**config.mk**
```make
export PLATFORM = sky130hd
export DESIGN_NAME = csess_ram
export DESIGN_NICKNAME = d
export VERILOG_FILES = /design/src/design/csess_ram.sv
export SDC_FILE = /design/constraint.sdc
export NUM_CORES = 1
export LEC_CHECK = 0
export ABC_AREA = 0
export BUFFER_PORTS_ARGS = -buffer_cell sky130_fd_sc_hd__buf_4
export CAP_MARGIN = 20
export CELL_PAD_IN_SITES_DETAIL_PLACEMENT = 0
export CELL_PAD_IN_SITES_GLOBAL_PLACEMENT = 1
export CORE_MARGIN = 5
export CORE_UTILIZATION = 48
export CTS_CLUSTER_SIZE = 10
export DETAILED_ROUTE_END_ITERATION = 6
export GPL_TIMING_DRIVEN = 0
export HOLD_SLACK_MARGIN = 0.06
export PLACE_DENSITY_LB_ADDON = 0.1
export SETUP_SLACK_MARGIN = 0.05
export SYNTH_ARGS = -nofsm -noshare
export SYNTH_HDL_FRONTEND = slang
export SYNTH_SLANG_ARGS = --single-unit
```
**constraint.sdc**
```tcl
create_clock -name i_clk -period 1.6 [get_ports i_clk]
set_input_delay 0.08 -clock i_clk [delete_from_list [all_inputs] [get_ports i_clk]]
set_output_delay 0.08 -clock i_clk [all_outputs]
set_load 0.02 [all_outputs]
```
**src/design/csess_ram.sv**
```systemverilog
// Generic single-clock RAM: one write port, one read port, registered read data.
// No dependencies.
module csess_ram #(
    parameter int WIDTH = 8,
    parameter int DEPTH = 16
) (
    input  logic                             i_clk,
    input  logic                             i_we,
    input  logic [$clog2(DEPTH > 1 ? DEPTH : 2)-1:0] i_waddr,
    input  logic [WIDTH-1:0]                 i_wdata,
    input  logic [$clog2(DEPTH > 1 ? DEPTH : 2)-1:0] i_raddr,
    output logic [WIDTH-1:0]                 o_rdata
);

    logic [WIDTH-1:0] r_mem [DEPTH];

    always_ff @(posedge i_clk) begin
        if (i_we) begin
            r_mem[i_waddr] <= i_wdata;
        end
        o_rdata <= r_mem[i_raddr];
    end

endmodule
```
# Word-level counts from Yosys, hierarchy flattened
# Memories as Yosys holds them, arrays and structs flattened. A register that Yosys moved wholly into a read port is not among the register bits.
# Cells that the tools add are included.
# word_totals
memories	1
mem_bits_rw	128
mem_bits_ro	0
register_bits	0
out_inout_bits	8
inputBits	18
latch_bits	0
# classes
reduce_logical	0
shift	0
eq_ne	0
n_bitwise	0
muxes	2
div	0
n_addsub	0
order_cmp	0
mul	0
# mem_list
name	words	width	rd	rd_ports_with_merged_regs	wr	line	source
r_mem	16	8	1	1	1	15	logic [WIDTH-1:0] r_mem [DEPTH];
# ops
cell	count
1-bit 2-to-1 mux	2

# Logic depth before layout (Yosys ltp)
# Gate-level depths: netlist of run 1.
# depth
word_depth	2
mapped_depth	5
depth_no_buf	3

# Least setup slack after synthesis of run 1
# OpenSTA, ideal clock, no wires.
# synth_timing
path_type	in2reg
from	input port i_waddr[2] in the netlist's numbering
to	memory r_mem[0][0], enable pin
path_slack_ns	0.027
t_arrival_ns	1.190
stages	2
setup_ns	0.383
path_buffers	0
path_cell_list	or3b_2 -> nor3_1
# synth_lines
item	line	source
start, declared	9	input logic [$clog2(DEPTH > 1 ? DEPTH : 2)-1:0] i_waddr,
end, declared	15	
# No word-level cell before the write port.

# Final worst setup path of run 1
# layout_timing
from	input port i_waddr[0] in the netlist's numbering
to	memory r_mem[10][2], enable pin
# No word-level cell before the write port.

==> results of run 1 <==
[stage by stage]
step	hold slack [ns]	setup TNS [ns]	util (%)	power (W)
global route	0.07804	-0.08255	60.12	0.008619
CTS	0.07723	0	60.10	0.008417
detailed placement	0.4151	-5.652	53.28	0.004512
global placement	0.3999	-10.03	53.06	0.004501
finish	0.07548	0	60.12	0.008335
floorplan	0.1789	0	-	0.004306
[routing by layer]
layer,vias up,global-route usage (%)
met4,0,5.769
li1,1088,-
met5,-,0
met1,1186,22.96
met2,59,24.19
met3,12,4.138
[worst max-delay path: cells and delay by family]
kind          cells  cell delay [ns]
simple gates      2             0.87
buf+inv           2             0.71
[final cells by class]
cell class / count / area (um2) / share of cell area, %
buffer: 10 / 86.33 / 1.385
clock buffer: 22 / 462.9 / 7.425
clock inverter: 10 / 143.9 / 2.308
multi-input combinational: 83 / 1065 / 17.08
sequential: 136 / 4004 / 64.22
tap: 136 / 170.2 / 2.729
timing repair buffer: 37 / 302.8 / 4.857
[what timing repair did]
action | CTS | global route
endpoints found under the hold margin | 146 | 0
setup buffers | 0 | 0
endpoints found under the setup margin | 0 | 24
hold buffers | 10 | 0
resized for setup | 0 | 1
[power groups by stage]
stage	sequential, W	clock [W]	combinational (W)
final	0.00400	0.00389	0.000448
after global routing	0.00401	0.00413	0.000483
after CTS	0.00400	0.00396	0.000456
after detailed placement	0.00408	0	0.000436
after global placement	0.00407	0	0.000429
after floorplan	0.00410	0	0.000202
[cells in the mapped netlist]
master,count
edfxtp_1,128
mux4_2,18
a22oi_1,16
mux4_1,14
nor2_1,13
nand2_1,9
dfxtp_1,8
nor3_1,4
buf_2,3
buf_6,3
clkdlybuf4s25_2,3
nand2b_1,2
nand3b_1,2
and2_1,1
and2b_1,1
buf_4,1
nand3_1,1
nor2b_1,1
or3b_2,1
[flip-flops by register name (all words and copies together) (netlist names)]
| signal | count |
|---|---|
| r_mem | 128 |
| o_rdata | 8 |
[logic make-up after synthesis]
group	count (synthesis)	share of synthesized area, %
buffers and inverters	10	1.677
muxes	32	15.02
AOI/OAI and AO/OA	16	2.334
and+or+nand+nor	35	3.184
DFF	136	77.78
[how the worst max path moves through the flow]
stage	end	slack, ns	depth (start not counted)
after floorplan	r_mem[3][0]	0.25	2
after global placement	r_mem[8][1]	-0.31	3
after detailed placement	r_mem[3][7]	-0.20	3
after CTS	r_mem[1][5]	0.07	4
after global routing	r_mem[6][3]	-0.01	4
final	r_mem[10][2]	0.07	4
==> flow_metrics.tcl, run 1 <==
set metrics [dict create \
    mappedNetlistNets 247 \
    p_int_w 0.006686 \
    drcViolationCount 0 \
    yosysTopAreaCell "edfxtp_1" \
    critPathSlowestCell "nor2_1" \
    cts_max_level 4 \
    setup_violations 0 \
    wl_per_cell_um 22.01 \
    timing.rr.start "r_mem[5][0]" \
    synth_top_cell_area_share_pct 74.67 \
    synth_area_leaders "edfxtp_1 (75%), mux4_2 (7.9%), mux4_1 (7.1%)" \
    finalCritPeriodShare_pct 95.56 \
    hold_path_class "in2reg" \
    cap_violations 0 \
    worstPathCellList "dlygate4sd3_1, buf_4, nand2b_1, nor2_1" \
    pwr-share-seq_pct 48.0 \
    setup_slack_ns 0.07102 \
    ys_seq_area_share_pct 77.78 \
    rsz0062_at_grt "true" \
    final_common_cell "edfxtp_1" \
    grt_max_degree 17 \
    dp_hpwl_um 6044 \
    clock_latency_ns 0.51 \
    crit_type "in2reg" \
    status "completed" \
    power.leakage_nw 2.104 \
    cp-end-kind "flip-flop" \
    cp-startpoint "i_waddr[0]" \
    ys_warn_count 0 \
    mostFrequentLayoutCells "edfxtp_1 (128), buf_4 (28), mux4_2 (18)" \
    cpPeakStageDelay_ns 0.65 \
    place_area_um2 5525 \
    place.gp.congestion 0.7355 \
    path_clk_slew_ns 0.05 \
    initial_core_util_pct 49.64 \
    io_pins 26 \
    rrSetupSlack_ns 0.18 \
    core_um2 10370 \
    io_buffers 24 \
    instances_no_fill 434 \
    drtAntennaViolNets 0 \
    start_kind "input port" \
    layout_min_cycle_time_ns 1.529 \
    netSwitchingFraction_pct 19.78 \
    r2r_end "o_rdata[0]" \
    pwr-share-clk_pct 46.6 \
    power.switching_w 0.001649 \
    antenna_cells 0 \
    fin_skew_ns 0.006517 \
    synthCells 229 \
    arrival_ns 1.66 \
    required_ns 1.73 \
    root_buffer "clkbuf_8" \
    cts_buffer_depth 2 \
    max_freq_ghz 0.6540 \
    synth.distinct_cells 19 \
    cts_made_buffers 17 \
    grt_pass1_vias 2408 \
    met3WireLength_um 478 \
    die_area_um2 12890 \
    cts_sinks 136 \
    ys_seq_elements 136 \
    antenna_found_initial 0 \
    reg2reg_depth 3 \
    fill_cells 761 \
    ir_drop_mv 0.6892 \
    grt_pass1_wl_um 14510 \
    drt-pass1-iter-count 5 \
    drt_iter0_markers 198 \
    routed_wirelength_um 9554 \
    num_vias 2345 \
    hold_viol 0 \
    grt_usage_pct 16.08 \
    routed.top_layer "met4" \
    dp_worst_setup_slack_ns -0.1985 \
    grt-ovfl-total 0 \
    place_inst 392 \
    slew_headroom_pct 45.56 \
    worst_pin_slew_ns 0.8136 \
    netlist_area_um2 5147 \
    num_rows 37 \
    dieHeight_um 113.6 \
    drive_gt1_share_pct 29.53 \
    met2WireLength_um 4528 \
    report.final.slew_viol_count 0 \
    syn2layout_area_growth_pct 21.12 \
    cp_max_fo 8 \
    combPwrFrac_pct 5.4 \
    hold_depth 4 \
    min_to "o_rdata[7]" \
    hold_start "i_raddr[1]" \
    postLayoutCellArea_um2 6235 \
    routed_via_density 5.403 \
    cts_tree "built" \
    powerDensity_nw_per_um2 1337 \
    nNetsFinal 303 \
    avgSynthCellArea_um2 22.48 \
    die_w_um 113.6 \
    wl_met1_um 4417 \
]
Power figures use the tool's default switching activity.
==> inputs of run 2 (changes only) <==
--- a/config.mk
+++ b/config.mk
@@ -5,13 +5,14 @@
 export SDC_FILE = /design/constraint.sdc
 export NUM_CORES = 1
 export LEC_CHECK = 0
-export ABC_AREA = 0
+export ABC_AREA = 1
 export BUFFER_PORTS_ARGS = -buffer_cell sky130_fd_sc_hd__buf_4
 export CAP_MARGIN = 20
 export CELL_PAD_IN_SITES_DETAIL_PLACEMENT = 0
 export CELL_PAD_IN_SITES_GLOBAL_PLACEMENT = 1
+export CORE_ASPECT_RATIO = 1.75
 export CORE_MARGIN = 5
-export CORE_UTILIZATION = 48
+export CORE_UTILIZATION = 44
 export CTS_CLUSTER_SIZE = 10
 export DETAILED_ROUTE_END_ITERATION = 6
 export GPL_TIMING_DRIVEN = 0
==> flow_metrics.tcl, run 2 <==
set metrics [dict create \
    path_delay_family "simple AND/OR/NAND/NOR gates" \
    power.switching_w 0.001849 \
    largestRegisters "r_mem: 128 flops, o_rdata: 8 flops" \
    dp_hpwl_um 10400 \
    pwr-share-clk_pct 48.5 \
    pwr-share-seq_pct 44.8 \
    num_vias 3884 \
    hold_path_class "in2reg" \
    drt-pass1-iter-count 4 \
    cts_resized 0 \
    combPwrFrac_pct 6.7 \
    cp-startpoint "i_waddr[1]" \
    crit_type "in2reg" \
    report.final.slew_viol_count 0 \
    required_ns 1.63 \
    ys_seq_area_share_pct 69.43 \
    regMostFlops "r_mem" \
    largest_register_ff_count 128 \
    cp.depth 4 \
    avgSynthCellArea_um2 10.47 \
    fin_skew_ns 0.006287 \
    cts_tree "built" \
    path_clk_slew_ns 0.05 \
    netlist_area_um2 5767 \
    p_int_w 0.007078 \
    worstPathCellList "buf_4, inv_1, nand2_1, nor2_1" \
    utilization_pct 53.21 \
    cts_buffer_depth 2 \
    place.gp.congestion 0.8649 \
    initial_core_util_pct 44.57 \
    drt_iter0_markers 303 \
    drtAntennaViolNets 0 \
    drcViolationCount 0 \
    cts_made_buffers 17 \
    power.leakage_nw 2.975 \
    antenna_cells 0 \
    fill_cells 1190 \
    cp_max_fo 8 \
    die_w_um 96.54 \
    cts_hold_buf 8 \
    ys_warn_count 0 \
    grt_pass1_wl_um 22800 \
    arrival_ns 1.13 \
    synth_edf_count 128 \
    nNetsFinal 618 \
    rrSetupSlack_ns 0.53 \
    timing.rr.start "r_mem[10][1]" \
    r2r_end "o_rdata[1]" \
    synthCells 551 \
    cpPeakStageDelay_ns 0.72 \
    dieHeight_um 161.4 \
    clock_latency_ns 0.41 \
    place_area_um2 6146 \
    postLayoutCellArea_um2 6884 \
    powerDensity_nw_per_um2 1297 \
    critPathSlowestCell "nor2_1" \
    antenna_found_initial 0 \
    cts_sinks 136 \
    routed_wirelength_um 15480 \
    core_um2 12940 \
    synth.distinct_cells 12 \
    syn2layout_area_growth_pct 19.38 \
    crit_path_end "r_mem[13][4]" \
    ys_seq_elements 136 \
    timing.critical_path.buf_inv 2 \
    status "completed" \
    cap_violations 0 \
    reg2reg_depth 6 \
    grt-ovfl-total 0 \
    io_pins 26 \
    synth_area_leaders "edfxtp_1 (67%), nand2_1 (11%), nand3_1 (8.4%)" \
    num_rows 55 \
    mostFrequentLayoutCells "nand2_1 (173), edfxtp_1 (128), inv_1 (100)" \
    synth_commonest_cells "nand2_1 (173), edfxtp_1 (128), inv_1 (100), nand3_1 (97), nor2_1 (17)" \
    wl_per_cell_um 19.75 \
    yosysTopAreaCell "edfxtp_1" \
    ys.flop_type "edfxtp_1" \
    start_kind "input port" \
    setup_tns_ns 0 \
    finalCritPeriodShare_pct 68.62 \
    io_buffers 22 \
    cp-end-kind "flip-flop" \
    max_freq_ghz 0.9108 \
    layout_min_cycle_time_ns 1.098 \
    rsz0062_at_grt "false" \
    grt_usage_pct 21.32 \
    root_buffer "clkbuf_16" \
    yosysMostFrequentCell "nand2_1" \
    routed_via_density 4.954 \
    postCtsSetupBuffers 0 \
    ir_drop_mv 0.8976 \
    netSwitchingFraction_pct 20.71 \
    async_flop_share_pct 0 \
    die_area_um2 15590 \
    grt_pass1_vias 3874 \
    mappedNetlistNets 569 \
    slew_headroom_pct 40.55 \
    grt_max_degree 17 \
    drive_gt1_share_pct 12.23 \
    final_common_cell "nand2_1" \
    hold_viol 0 \
    synth_top_cell_area_share_pct 66.65 \
    worst_pin_slew_ns 0.8885 \
    setup_violations 0 \
    cts_max_level 4 \
]
-- run 2: cell types whose count changed after synthesis, moves of 4 or more --
| cell | previous run | this run |
|---|---|---|
| nand3_1 | 1 | 97 |
| nor2_1 | 13 | 17 |
| inv_1 | 0 | 100 |
| mux4_1 | 14 | 0 |
| nor3_1 | 4 | 0 |
| nand2_1 | 9 | 173 |
| buf_2 | 3 | 13 |
| a22oi_1 | 16 | 0 |
| mux4_2 | 18 | 0 |
-- run 2: power groups by stage --
| stage | sequential [W] | clock (W) | combinational [W] |
|---|---|---|---|
| 2_1_floorplan | 0.00411 | 0 | 0.000281 |
| 3_3_place_gp | 0.00408 | 0 | 0.000580 |
| 3_5_place_dp | 0.00408 | 0 | 0.000586 |
| 4_1_cts | 0.00400 | 0.00436 | 0.000605 |
| 5_1_grt | 0.00401 | 0.00453 | 0.000651 |
| 6_report | 0.00400 | 0.00433 | 0.000597 |
-- run 2: worst min path at each step --
stage / end / from / slack (ns) / cells after the start
final: o_rdata[0] / i_raddr[2] / 0.07 / 4
after global routing: o_rdata[6] / i_raddr[2] / 0.09 / 4
after CTS: o_rdata[1] / i_raddr[2] / 0.07 / 4
after detailed placement: r_mem[8][4] / i_wdata[4] / 0.44 / 1
after global placement: r_mem[8][4] / i_wdata[4] / 0.44 / 1
after floorplan: r_mem[0][0] / i_wdata[0] / 0.18 / 0
-- run 2: worst register-to-register path, delay by kind of cell, from the launching register on --
family	cells	cell delay, ns
AND/OR/NAND/NOR	5	0.51
buffers and inverters	1	0.07
flip-flops	1	0.36
-- run 2: cell type report --
class	instances	area (um2)	share of cell area, %
Buffer	24	166.4	2.417
Clock inverter	14	229.0	3.326
Multi-Input combinational cell	289	1214	17.63
Timing Repair Buffer	30	245.2	3.562
Inverter	102	382.9	5.562
Sequential cell	136	4004	58.16
Clock buffer	18	429.2	6.234
Tap cell	171	214.0	3.108
-- run 2: cell families (layout without fill, tap and decap cells) --
group / Yosys count / after routing / share of synthesized area, %
buf+inv: 126 / 188 / 9.525
simple gates: 289 / 289 / 21.05
flops: 136 / 136 / 69.43
-- run 2: per-layer routing --
metal | global-route usage [%] | routed length [um] | vias to the layer above
li1 | - | - | 1872
met1 | 23.83 | 5694 | 1865
met2 | 37.86 | 8477 | 116
met3 | 3.448 | 622 | 31
met4 | 10.98 | 689 | 0
met5 | 0 | 0 | -
-- run 2: metrics by stage --
stage	power, W	setup WS [ns]	hold slack [ns]	std cells
after floorplan	0.004386	0.5692	0.1789	551
after global placement	0.004655	0.07522	0.4366	744
after detailed placement	0.004663	0.05590	0.4439	744
after CTS	0.008973	0.4876	0.06530	784
after global routing	0.009188	0.4420	0.09011	784
final	0.008928	0.5020	0.07358	784
==> inputs of run 3 (changes only) <==
==> constraint.sdc (replaced) <==
create_clock -name i_clk -period 1 [get_ports i_clk]
set_input_delay 0.05 -clock i_clk [delete_from_list [all_inputs] [get_ports i_clk]]
set_output_delay 0.05 -clock i_clk [all_outputs]
set_load 0.02 [all_outputs]
==> flow_metrics.tcl, run 3 (synthesis results as in run 2) <==
set metrics [dict create \
    timing.rr.start "r_mem[0][6]" \
    power.leakage_nw 3.082 \
    cts_buffer_depth 2 \
    fill_cells 1155 \
    status "complete, but fails checks" \
    grt_busiest_layer "met2" \
    grt_max_degree 17 \
    nNetsFinal 619 \
    regArea_um2 4004 \
    arrival_ns 1.11 \
    setup_slack_ns -0.06933 \
    cp-end-kind "flip-flop" \
    antenna_found_initial 0 \
    clock_latency_ns 0.41 \
    cts_tree "built" \
    worstPathCellList "buf_4, nand3b_1, nor2_2" \
    largest_register_ff_count 128 \
    largestRegisters "r_mem: 128 flops, o_rdata: 8 flops" \
    routed_wirelength_um 15020 \
    max_freq_ghz 0.9352 \
    rrSetupSlack_ns 0.05 \
    layout_min_cycle_time_ns 1.069 \
    cts_made_buffers 17 \
    drt_iter0_markers 239 \
    drive_gt1_share_pct 26.26 \
    timing.critical_path.buf_inv 1 \
    grt-ovfl-total 0 \
    drt-pass1-iter-count 4 \
    grt_pass1_wl_um 21980 \
    syn2layout_area_growth_pct 25.41 \
    core_um2 12940 \
    hold_start "i_raddr[2]" \
    violations "negative setup slack" \
    regMostFlops "r_mem" \
    io_buffers 22 \
    drtAntennaViolNets 0 \
    multiInputGateArea_um2 1602 \
    instances_no_fill 784 \
    dieHeight_um 161.4 \
    mostFrequentLayoutCells "nand2_1 (159), edfxtp_1 (128), inv_1 (98)" \
    grt_use_met1_pct 23.52 \
    wl_per_cell_um 19.16 \
    crit_type "in2reg" \
    hold_viol 0 \
    grt_pass1_vias 3683 \
    drcViolationCount 0 \
    met3_usage_pct 4.427 \
    final_common_cell "nand2_1" \
    use_met2_pct 35.06 \
    io_pins 26 \
    setup_violations 8 \
    routed_via_density 4.838 \
    antenna_cells 0 \
    path_delay_family "simple AND/OR/NAND/NOR gates" \
    root_buffer "clkbuf_16" \
    path_clk_slew_ns 0.06 \
    cp-startpoint "i_waddr[3]" \
    num_rows 55 \
    place.gp.congestion 0.8667 \
    num_vias 3793 \
    hold_path_class "in2reg" \
    setup_tns_ns -0.5189 \
    start_kind "input port" \
    postLayoutCellArea_um2 7232 \
    die_area_um2 15590 \
    dp_hpwl_um 10100 \
    cts_sinks 136 \
    grt_usage_pct 20.48 \
    place_area_um2 6153 \
    cpPeakStageDelay_ns 0.56 \
    die_w_um 96.54 \
    report.final.slew_viol_count 0 \
    critPathSlowestCell "nor2_2" \
    cp_max_fo 8 \
    finalCritPeriodShare_pct 106.9 \
    slew_headroom_pct 47.14 \
    powerDensity_nw_per_um2 1925 \
    initial_core_util_pct 44.57 \
    ir_drop_mv 1.200 \
    cap_violations 0 \
    place_inst 744 \
    rsz0062_at_grt "true" \
    required_ns 1.04 \
    worst_pin_slew_ns 0.7899 \
    fin_skew_ns 0.005439 \
    cts_max_level 4 \
]
[run 3: tightest hold or removal path: cells and delay by family]
family	cells	cell delay, ns
buf+inv	1	0.16
simple gates	3	0.23
[run 3: cell type report]
| type | count | area share, % |
|---|---|---|
| buffer | 24 | 2.301 |
| clock buffer | 18 | 5.934 |
| clock inverter | 13 | 2.474 |
| inverter | 102 | 5.294 |
| multi-input combinational | 289 | 22.15 |
| sequential | 136 | 55.36 |
| tap | 171 | 2.958 |
| timing repair buffer | 31 | 3.529 |
[run 3: report_power, final]
part | internal, W | total [W] | switching, W
logic | 0.000354 | 0.00109 | 0.000736
clock network | 0.00414 | 0.00642 | 0.00228
registers | 0.00637 | 0.00641 | 0.0000326
total | 0.0109 | 0.0139 | 0.00305
[run 3: worst paths after layout]
path | endpoint | depth (start not counted)
setup / recovery | r_mem[6][2] | 3
hold / removal | o_rdata[5] | 4
setup reg to reg | o_rdata[6] | 6
hold reg to reg | o_rdata[2] | 6
[run 3: metal layers]
metal  up-vias  part of all wire [%]
li1       1874                     -
met1      1813                    39
met2        87                    54
met3        19                   4.1
met4         0                   3.2
met5         -                     0
[run 3: through the flow]
stage	setup slack (ns)	hold WS, ns	total power [W]	utilization, %
global route	-0.08978	0.07396	0.01432	55.90
global placement	-0.5745	0.3868	0.007437	47.56
finish	-0.06933	0.06376	0.01392	55.90
CTS	-0.008598	0.06616	0.01386	53.97
detailed placement	-0.6657	0.3943	0.007449	47.56
floorplan	-0.0008444	0.1489	0.007020	-
[run 3: what timing repair did]
action                     in CTS  in global routing
hold buffers                    9                  0
pin swaps                      12                 24
setup buffers                   0                  0
setup endpoints to repair      79                 72
gates resized for setup        32                 55
hold endpoints to repair      130                  0
